## src/design/life_grid_generation_step_defines.svh

```systemverilog
// assertion macros used by the life grid generation step
// no dependencies; included by life_grid_generation_step.sv, which carries concurrent checks
`ifndef LIFE_GRID_GENERATION_STEP_DEFINES_SVH
`define LIFE_GRID_GENERATION_STEP_DEFINES_SVH

`ifndef SYNTHESIS
// check disabled while reset is applied
`define LGS_ASSERT(label, clk, rst_n, prop, msg) \
    label: assert property (@(posedge clk) disable iff (!(rst_n)) (prop)) else $error(msg);
// check that also holds while reset is applied
`define LGS_ASSERT_ALWAYS(label, clk, prop, msg) \
    label: assert property (@(posedge clk) (prop)) else $error(msg);
`else
`define LGS_ASSERT(label, clk, rst_n, prop, msg)
`define LGS_ASSERT_ALWAYS(label, clk, prop, msg)
`endif

`endif

```

## src/design/lgs_pkg.sv

```systemverilog
// shared codes, field widths and rule constants for the life grid block
// no dependencies
package lgs_pkg;

    localparam int DEF_MAX_WIDTH  = 64;
    localparam int DEF_MAX_HEIGHT = 64;

    localparam int REQ_W  = 2;
    localparam int ROW_W  = 6;
    localparam int COL_W  = 6;
    localparam int CFG_W  = 7;
    localparam int CIDX_W = 2;

    // request codes
    localparam logic [REQ_W-1:0] REQ_WRITE   = 2'd0;
    localparam logic [REQ_W-1:0] REQ_READ    = 2'd1;
    localparam logic [REQ_W-1:0] REQ_ADVANCE = 2'd2;

    // register indexes
    localparam logic [CIDX_W-1:0] CFG_ACTIVE_WIDTH  = 2'd0;
    localparam logic [CIDX_W-1:0] CFG_ACTIVE_HEIGHT = 2'd1;

    localparam logic [CFG_W-1:0] CFG_RESET_VALUE = 7'd64;

    // b3/s23 thresholds
    localparam logic [3:0] BIRTH_COUNT  = 4'd3;
    localparam logic [3:0] SURVIVE_LOW  = 4'd2;
    localparam logic [3:0] SURVIVE_HIGH = 4'd3;

endpackage

```

## src/design/lgs_row_rule.sv

```systemverilog
// one row of the b3/s23 update from the rows above, at and below
// depends on lgs_pkg for the rule thresholds
module lgs_row_rule
    import lgs_pkg::*;
#(
    parameter int MAX_WIDTH = DEF_MAX_WIDTH
) (
    input  logic [MAX_WIDTH-1:0] i_prev,
    input  logic [MAX_WIDTH-1:0] i_cur,
    input  logic [MAX_WIDTH-1:0] i_next,
    input  logic [MAX_WIDTH-1:0] i_mask,
    output logic [MAX_WIDTH-1:0] o_row
);

    logic [MAX_WIDTH+1:0] w_p;
    logic [MAX_WIDTH+1:0] w_c;
    logic [MAX_WIDTH+1:0] w_n;

    // inactive columns read as dead, with a dead border either side
    assign w_p = {1'b0, i_prev & i_mask, 1'b0};
    assign w_c = {1'b0, i_cur  & i_mask, 1'b0};
    assign w_n = {1'b0, i_next & i_mask, 1'b0};

    always_comb begin
        logic [3:0] cnt;
        logic       live;
        for (int c = 0; c < MAX_WIDTH; c++) begin
            cnt = 4'(w_p[c]) + 4'(w_p[c+1]) + 4'(w_p[c+2])
                + 4'(w_c[c])                + 4'(w_c[c+2])
                + 4'(w_n[c]) + 4'(w_n[c+1]) + 4'(w_n[c+2]);
            if (i_cur[c]) begin
                live = (cnt >= SURVIVE_LOW) && (cnt <= SURVIVE_HIGH);
            end else begin
                live = (cnt == BIRTH_COUNT);
            end
            o_row[c] = i_mask[c] ? live : i_cur[c];
        end
    end

endmodule

```

## config.mk

```make
export PLATFORM = sky130hd
export DESIGN_NAME = lgs_row_rule
export DESIGN_NICKNAME = d
export VERILOG_FILES = /design/src/design/life_grid_generation_step_defines.svh /design/src/design/lgs_pkg.sv /design/src/design/lgs_row_rule.sv
export SDC_FILE = /design/constraint.sdc
export NUM_CORES = 1
export LEC_CHECK = 0
export BUFFER_PORTS_ARGS = -buffer_cell sky130_fd_sc_hd__buf_2
export CORE_ASPECT_RATIO = 0.8
export CORE_UTILIZATION = 50
export DETAILED_ROUTE_END_ITERATION = 16
export PLACE_DENSITY = 0.83
export SYNTH_ARGS = -nofsm -noshare
export SYNTH_HDL_FRONTEND = slang
export SYNTH_SLANG_ARGS = --single-unit
```

## constraint.sdc

```tcl
create_clock -name vclk -period 7.45
set_clock_uncertainty 0.15 [all_clocks]
set_input_delay 0.745 -clock vclk [all_inputs]
set_output_delay 0.745 -clock vclk [all_outputs]
set_load 0.005 [all_outputs]
```

---- Word-level counts from Yosys, hierarchy flattened ----
Cells that the tools add are included.
cells by class
  add/sub/neg operators ................... 441
  $lt $le $gt $ge ......................... 128
  eq/ne operators ......................... 64
  mux-type cells .......................... 128
  bitwise logic cells ..................... 3
  reductions and logical operators ........ 64
operator list
  operator                                                                             count
  4-bit by 1-bit adder with 4-bit output                                               252
  4-bit by 2-bit equality test with 1-bit output, second input constant                64
  4-bit by 2-bit greater-or-equal comparator with 1-bit output, second input constant  64
  4-bit by 2-bit <= comparator with 1-bit output, second input constant                64
  3-bit by 1-bit adder with 4-bit output                                               63
  64-bit AND                                                                           3
  2-bit by 1-bit adder with 3-bit output                                               63
  1-bit two-way mux                                                                    128
  1-bit by 1-bit adder with 2-bit output                                               63
  1-bit logical AND                                                                    64
word-level totals
  register bits after elaboration ......... 0
  input port bits ......................... 256
  output and inout port bits .............. 64
  word-level logic and storage cells ...... 828

---- Logic depth before layout (Yosys ltp) ----
Gate-level depths: netlist of the first run.
  depth in word-level cells ............... 12
  mapped depth ............................ 13
  depth with buffers taken out ............ 13

---- Worst setup path after synthesis of the first run ----
No wires, ideal clock.
  path kind ............................... input-to-output
  start point ............................. input port i_prev[6]
  end point ............................... output port o_row[7]
  data arrival time ....................... 3.773 ns
  data required time ...................... 6.555 ns
  path slack .............................. 2.782 ns
  cell stages on the path ................. 12
  buffers on the path ..................... 0
  path through ............................ and2_1 inv_1 fa_1 fa_1 fa_1 inv_1 ha_1 inv_1 fa_1 nor4b_1 nand2_1 a31oi_1
on the way
  word-level cells in the longest chain between the ends .. 12
ends and longest elaborated chain
  what                                                                                                                            RTL line            text
  start: declaration                                                                                                              lgs_row_rule.sv:8   input logic [MAX_WIDTH-1:0] i_prev,
  64-bit AND (*)                                                                                                                  lgs_row_rule.sv:20  assign w_p = {1'b0, i_prev & i_mask, 1'b0};
  1-bit by 1-bit adder with 2-bit output (*)                                                                                      lgs_row_rule.sv:28  cnt = 4'(w_p[c]) + 4'(w_p[c+1]) + 4'(w_p[c+2])
  2-bit by 1-bit adder with 3-bit output (*)                                                                                      lgs_row_rule.sv:28
  3-bit by 1-bit adder with 4-bit output (*)                                                                                      lgs_row_rule.sv:29  + 4'(w_c[c]) + 4'(w_c[c+2])
  4-bit by 1-bit adder with 4-bit output (*)                                                                                      lgs_row_rule.sv:29
  4-bit by 1-bit adder with 4-bit output (*) (3 in a row)                                                                         lgs_row_rule.sv:30  + 4'(w_n[c]) + 4'(w_n[c+1]) + 4'(w_n[c+2]);
  4-bit by 2-bit greater-or-equal comparator with 1-bit output or 4-bit by 2-bit <= comparator with 1-bit output (tied branches)  lgs_row_rule.sv:32  live = (cnt >= SURVIVE_LOW) && (cnt <= SURVIVE_HIGH);
  1-bit logical AND                                                                                                               lgs_row_rule.sv:32
  1-bit two-way mux (*)                                                                                                           lgs_row_rule.sv:31  if (i_cur[c]) begin
  1-bit two-way mux (*)                                                                                                           lgs_row_rule.sv:36  o_row[c] = i_mask[c] ? live : i_cur[c];
  end: declaration                                                                                                                lgs_row_rule.sv:12  output logic [MAX_WIDTH-1:0] o_row
Mark *: on every way between the ends. The rest lies on a longest branch, timed or not.

---- Final worst setup path of the first run ----
  start point ............................. input port i_mask[52]
  end point ............................... output port o_row[52]
on the way
  word-level cells in the longest chain between the ends .. 12
ends and longest elaborated chain
  what                                                                                                                            RTL line            text
  start: declaration                                                                                                              lgs_row_rule.sv:11  input logic [MAX_WIDTH-1:0] i_mask,
  64-bit AND                                                                                                                      lgs_row_rule.sv:20
  1-bit by 1-bit adder with 2-bit output                                                                                          lgs_row_rule.sv:28
  2-bit by 1-bit adder with 3-bit output                                                                                          lgs_row_rule.sv:28
  3-bit by 1-bit adder with 4-bit output                                                                                          lgs_row_rule.sv:29
  4-bit by 1-bit adder with 4-bit output                                                                                          lgs_row_rule.sv:29
  4-bit by 1-bit adder with 4-bit output (3 in a row)                                                                             lgs_row_rule.sv:30
  4-bit by 2-bit greater-or-equal comparator with 1-bit output or 4-bit by 2-bit <= comparator with 1-bit output (tied branches)  lgs_row_rule.sv:32
  1-bit logical AND                                                                                                               lgs_row_rule.sv:32
  1-bit two-way mux                                                                                                               lgs_row_rule.sv:31
  1-bit two-way mux (*)                                                                                                           lgs_row_rule.sv:36
Marks and branches as above.

==> results of run 1 <==
[per-layer routing]
metal  up-vias  share of wire [%]  track usage, %
met1      5575                 43            31.4
met2       391                 48            43.3
met3        42                6.8            3.05
met5         -              0.042               0
met4         2                1.7            3.86
li1       5820                  -               -
[cells in the mapped netlist (3+ instances only)]
master,count
nand2_1,352
xor2_1,57
nor4b_1,34
nor2_1,57
xnor2_1,3
nand4b_1,5
ha_1,248
o21bai_1,57
fa_1,192
a21oi_1,65
nor4b_2,23
and2_1,8
a21o_1,7
inv_1,487
or3b_1,6
a31oi_1,62
[area by class of cell]
type | count | area (um2) | share of cell area (%)
Antenna cell | 3 | 7.51 | 0.0505
Multi-Input combinational cell | 1180 | 11000 | 74.1
Timing Repair Buffer | 320 | 1600 | 10.8
Tap cell | 324 | 405 | 2.73
Inverter | 487 | 1830 | 12.3
[critical path, delay by kind of cell]
family | cells | cell delay (ns)
AOI/OAI and AO/OA | 1 | 0.25
buffers and inverters | 5 | 0.46
adders and majority gates | 5 | 1.93
xor gates and xnor gates | 1 | 0.21
and+or+nand+nor | 3 | 0.58
[stage by stage]
stage	power, W	utilization (%)	worst slack (ns)
global placement	0.00149	58.8	2.45
global route	0.00188	58.9	2.15
finish	0.00160	58.9	2.37
CTS	0.00161	58.8	2.38
detailed placement	0.00160	58.8	2.38
floorplan	0.00112	-	2.78
[kinds of logic after synthesis]
kind of cell | Yosys count
AOI/OAI and AO/OA | 193
xor gates and xnor gates | 60
buffers and inverters | 487
adders and majority gates | 440
and+or+nand+nor | 487
[path summary, 6_finish.rpt]
path / startpoint / to / slack, ns / cells after the start
worst min-delay path: i_mask[63] / o_row[63] / 1.64 / 3
worst max-delay path: i_mask[52] / o_row[52] / 2.37 / 15
[report_power, final]
part	switching [W]	total, W	internal [W]	leakage (nW)
logic	0.000905	0.00160	0.000699	8.85
clock network	0	0.0000000000539	0.0000000000539	0.0000190
registers	0	0	0	0
total	0.000905	0.00160	0.000699	8.85
==> impl_metrics.toml, run 1 <==
[worst_setup_path]
critPathKind = "in2out"
crit_chain = "buf_2 > nand2_1 > xor2_1 > ha_1 > inv_1 > fa_1 > fa_1 > inv_1 > ha_1 > inv_1 > fa_1 > nor4b_1 > nand2_1 > a31oi_1 > buf_2"
required_ns = 6.55
end_kind = "output pin"
crit_slowest_cell = "fa_1"
cp_max_fo = 5
cp.arrival_ns = 4.18
start_kind = "input pin"
slowest_delay_ns = 0.55

[global_route]
grt_max_degree = 7
grt_antenna_before_repair = 4
grt.overflow.total = 0
grt_pass1_vias = 12200
grt_pass1_wl_um = 53700
gr-usage-all-layers_pct = 24.1

[cells_and_area]
drive_gt1_share_pct = 17.3
clkbuf_count = 0
sequential_cell_area_um2 = 0
final_cell_count_no_fill = 2314
mostFrequentLayoutCells = "inv_1, nand2_1, buf_2"
layout.nets = 2685
area_delta_synth_final_pct = 15.7
layout_commonest_cell = "inv_1"
flops_and_latches = 0
postLayoutCellArea_um2 = 14900
nFillCells = 2242

[routing]
vias = 11800
antenna_left = 0
drt_iter0_drc = 541
routed_wl_um = 31100
avgRoutedWirePerCell_um = 13.4
viasPerCell = 5.11
drc = 0
drtPass1Iterations = 7

[sta]
worst_slew_pin_slew_ns = 0.319
tns_ns = 0
rsz0062_at_grt = "no"
fmax_mhz = 197
relSlewSlack_pct = 78.7
maxSlewViolCount = 0
finalSetupViolCount = 0
whs_ns = 1.64
hold_viol = 0
period_share_pct = 68.2
min_period_ns = 5.08

[power]
powerDensity_nw_per_um2 = 108
ir_drop_v = 0.0000684
p_leak_nw = 8.85

[logic_synthesis]
yosys.area_share.xor_xnor_pct = 4.09
synth_top_family_by_area = "adder cells"
yosysTopAreaCell = "fa_1"
synth_simple_gate_area_share_pct = 18.2
ys_types = 20
yosysWarningCount = 0
syn_area_per_cell_um2 = 7.71
yosysSeqAreaShare_pct = 0
ys_top_cells_by_area = "fa_1, ha_1, inv_1"
syn-instance-count = 1667
syn_area_um2 = 12800
syn_nets = 2363
synth_fa_ha_area_share_pct = 54.1
synth_top_area_share_pct = 29.9
synth-compound-area-share_pct = 9.40
synthMuxAreaShare_pct = 0

[floorplanning]
top_level_ports = 320
core_um2 = 25200
die_h_um = 145
dieArea_um2 = 26300
die_x_um = 181
rows = 52
initial_core_util_pct = 50.9

[status]
status = "finished clean"

[placement]
io_buffers = 320
placed_area_um2 = 14900
place_hpwl_um = 29100
place_congestion = 0.895
dpl.cell_count = 2311

[flow_run]
maxCapViolCount = 0

[clock_network]
postCtsHoldBufs = 0
cts_resized = 0
cts_setup_buffers = 0

[min_path]
hp-class = "in2out"
No activity file was read; power rests on OpenSTA's default activity.
==> run 2: changes to the inputs <==
==> constraint.sdc (replaced) <==
create_clock -name vclk -period 5.3
set_clock_uncertainty 0.15 [all_clocks]
set_input_delay 0.53 -clock vclk [all_inputs]
set_output_delay 0.53 -clock vclk [all_outputs]
set_load 0.005 [all_outputs]
==> run 2 against run 1 <==
Final cell count is the same. Die area is the same. Worst hold slack lost 0.43 ns. Global-route usage is essentially flat. Via count shrank 0.18%. Utilization is the same. Sequential share of layout area is the same. Largest cell class unchanged. Highest routed layer unchanged.
==> impl_metrics.toml, run 2 (synthesis results as in run 1) <==
[flow_run]
maxCapViolCount = 0

[min_path]
hold_start = "i_mask[0]"
hp-class = "in2out"

[worst_setup_path]
cp_max_fo = 5
cp.arrival_ns = 3.99
critPathKind = "in2out"
start_kind = "input pin"
end_kind = "output pin"
critical_path.startpoint = "i_mask[17]"
required_ns = 4.62

[sta]
worst_slew_pin_slew_ns = 0.348
period_share_pct = 88.1
fmax_mhz = 214
finalSetupViolCount = 0
hold_viol = 0
tns_ns = 0
min_period_ns = 4.67
maxSlewViolCount = 0
relSlewSlack_pct = 76.5
rsz0062_at_grt = "no"

[cells_and_area]
mostFrequentLayoutCells = "inv_1, nand2_1, buf_2"
layout.nets = 2685
multi_input_area_um2 = 11000
flops_and_latches = 0
clkbuf_count = 0
layout_commonest_cell = "inv_1"
sequential_cell_area_um2 = 0
nFillCells = 2201
drive_gt1_share_pct = 17.3
area_delta_synth_final_pct = 15.7
final_cell_count_no_fill = 2314

[status]
status = "finished clean"

[placement]
place_hpwl_um = 29100
place_congestion = 0.894
io_buffers = 320
dpl.cell_count = 2311

[routing]
vias = 11800
avgRoutedWirePerCell_um = 13.5
antenna_left = 0
drtPass1Iterations = 5
drc = 0
viasPerCell = 5.10
routed_wl_um = 31200
drt_iter0_drc = 587

[floorplanning]
dieArea_um2 = 26300
die_h_um = 145
initial_core_util_pct = 50.9
top_level_ports = 320
rows = 52
core_um2 = 25200
die_x_um = 181

[power]
p_leak_nw = 8.85
ir_drop_v = 0.0000880
powerDensity_nw_per_um2 = 152

[clock_network]
cts_resized = 0
postCtsHoldBufs = 0
cts_setup_buffers = 0

[global_route]
grt_antenna_before_repair = 4
grt_pass1_vias = 12000
grt.overflow.total = 0
grt_pass1_wl_um = 53800
gr-usage-all-layers_pct = 24.1
grt_max_degree = 7
==> run 2: where the power goes <==
part	internal, W	switching, W	leakage [nW]
combinational	0.000985	0.00127	8.85
sequential	0	0	0
clock	0.0000000000757	0	0.0000190
total	0.000985	0.00127	8.85
==> run 2: worst max-delay path: stages <==
cell and delay, ns:
buf_2 0.14, nand2_1 0.19, xor2_1 0.20, ha_1 0.29, inv_1 0.05, fa_1 0.46, fa_1 0.54, inv_1 0.04
ha_1 0.20, inv_1 0.07, fa_1 0.45, nor4b_2 0.33, nand2_1 0.08, a31oi_1 0.26, buf_2 0.16
==> run 2: through the flow <==
step                util (%)  hold WS (ns)  worst slack (ns)  power [W]  area (um2)
finish                  58.9          1.20             0.630    0.00226       14900
global route            58.9          1.23             0.371    0.00263       14900
CTS                     58.8          1.20             0.629    0.00226       14900
detailed placement      58.8          1.20             0.625    0.00225       14900
global placement        58.8          1.19             0.735    0.00210       14900
floorplan                  -         0.961              1.06    0.00157       12800
==> run 2: path summary, 6_finish.rpt <==
| kind | end | slack (ns) | cells after the start |
|---|---|---|---|
| setup / recovery | o_row[17] | 0.63 | 15 |
| hold / removal | o_row[0] | 1.20 | 3 |
==> run 2: cell type report <==
cell class	count	share of cell area, %
multi-input combinational	1180	74.1
inverter	487	12.3
timing repair buffer	320	10.8
tap	324	2.73
antenna	3	0.0505
==> run 2: routing by layer <==
layer	share of wire [%]	routed length (um)	GRT usage [%]	vias up
met3	6.6	2070	2.83	32
met5	0.042	13	0	-
met1	44	13800	32.1	5571
li1	-	-	-	5824
met2	48	14900	42.4	380
met4	1.4	452	4.03	2
==> run 3: changes to the inputs <==
--- a/config.mk
+++ b/config.mk
@@ -7,9 +7,9 @@
 export LEC_CHECK = 0
 export BUFFER_PORTS_ARGS = -buffer_cell sky130_fd_sc_hd__buf_2
 export CORE_ASPECT_RATIO = 0.8
-export CORE_UTILIZATION = 50
+export CORE_UTILIZATION = 45
 export DETAILED_ROUTE_END_ITERATION = 16
-export PLACE_DENSITY = 0.83
+export PLACE_DENSITY = 0.76
 export SYNTH_ARGS = -nofsm -noshare
 export SYNTH_HDL_FRONTEND = slang
 export SYNTH_SLANG_ARGS = --single-unit
==> run 3 against run 2 <==
First-iteration DRC count decreased by 26%. Non-clock buffer count unchanged. Critical path depth unchanged. Clock-buffer cell count unchanged. Final cell count increased by 1.7%. Global-route usage decreased by 3.2 points. Utilization decreased by 4.9 points. Combinational power about the same. Flip-flop and latch count unchanged. Power decreased by 1.3%. Routed wire length decreased by 2.9%. Critical path type unchanged.
==> impl_metrics.toml, run 3 (synthesis results as in run 1) <==
[global_route]
grt_pass1_wl_um = 51700
grt_pass1_vias = 11900
gr-usage-all-layers_pct = 20.9
grt_max_degree = 7
grt_antenna_before_repair = 1
grt.overflow.total = 0

[routing]
routed_wl_um = 30300
avgRoutedWirePerCell_um = 12.9
antenna_left = 0
drt_iter0_drc = 435
drtPass1Iterations = 5
viasPerCell = 4.89
drc = 0
vias = 11500

[cells_and_area]
final_cell_count_no_fill = 2354
layout_commonest_cell = "inv_1"
nFillCells = 2599
postLayoutCellArea_um2 = 14900
clkbuf_count = 0
layout.nets = 2685
sequential_cell_area_um2 = 0
flops_and_latches = 0
area_delta_synth_final_pct = 16.1
drive_gt1_share_pct = 17.3
multi_input_area_um2 = 11000
mostFrequentLayoutCells = "inv_1, nand2_1, buf_2"

[placement]
dpl.cell_count = 2351
place_hpwl_um = 28600
io_buffers = 320
placed_area_um2 = 14900
place_congestion = 0.893

[flow_run]
maxCapViolCount = 0

[worst_setup_path]
cp_max_fo = 5
start_kind = "input pin"
critPathKind = "in2out"
end_kind = "output pin"
required_ns = 4.62
cp.arrival_ns = 3.95

[floorplanning]
top_level_ports = 320
core_um2 = 27600
die_h_um = 153
rows = 54
die_x_um = 191
dieArea_um2 = 29200
initial_core_util_pct = 46.5

[sta]
whs_ns = 1.21
worst_slew_pin_slew_ns = 0.320
min_period_ns = 4.63
fmax_mhz = 216
period_share_pct = 87.4
finalSetupViolCount = 0
tns_ns = 0
maxSlewViolCount = 0
rsz0062_at_grt = "no"
hold_viol = 0
relSlewSlack_pct = 78.4

[power]
powerDensity_nw_per_um2 = 149
netSwitchingFraction_pct = 56.1
clock_power_share_pct = 0
combPwrFrac_pct = 100.0
ir_drop_v = 0.0000734
p_leak_nw = 8.85
p_int_w = 0.000977
p_total_w = 0.00223
p_switching_w = 0.00125
p_seq_share_pct = 0

[clock_network]
postCtsHoldBufs = 0
cts_resized = 0
cts_setup_buffers = 0

[min_path]
hp-class = "in2out"

[status]
status = "finished clean"
==> run 3: worst max-delay path: stages <==
cell	delay, ns
buf_2	0.15
nand2_1	0.20
xor2_1	0.22
ha_1	0.28
inv_1	0.05
fa_1	0.46
fa_1	0.54
inv_1	0.04
ha_1	0.19
inv_1	0.07
fa_1	0.42
nor4b_1	0.31
nand2_1	0.14
a31oi_1	0.20
buf_2	0.14
==> run 3: layout make-up <==
class	instances	area share, %
multi-input cells	1180	73.9
inverters	487	12.3
repair buffers	320	10.7
well taps	364	3.05
diodes	3	0.0503
==> run 3: power by group through the flow <==
stage	sequential, W	combinational, W	clock (W)
4_1_cts	0	0.00225	0
3_3_place_gp	0	0.00210	0
2_1_floorplan	0	0.00157	0
3_5_place_dp	0	0.00224	0
6_report	0	0.00223	0.0000000000758
5_1_grt	0	0.00261	0
==> run 3: worst paths after layout <==
path / start / end / slack, ns / cells after the start
worst min-delay path: i_mask[63] / o_row[63] / 1.21 / 3
worst max-delay path: i_mask[35] / o_row[35] / 0.67 / 15
==> run 3: stage by stage <==
stage | worst slack [ns] | util (%)
final | 0.667 | 54.0
after global placement | 0.733 | 53.9
after floorplan | 1.06 | -
after detailed placement | 0.658 | 53.9
after global routing | 0.421 | 53.9
after CTS | 0.657 | 53.9
==> run 3: per-layer routing <==
layer	share of wire [%]	wire [um]	global-route usage, %	up-vias
li1	-	-	-	5824
met1	45	13700	27.3	5359
met2	48	14500	37.8	308
met3	6.5	1980	2.59	18
met4	0.61	186	1.64	0
met5	0	0	0	-
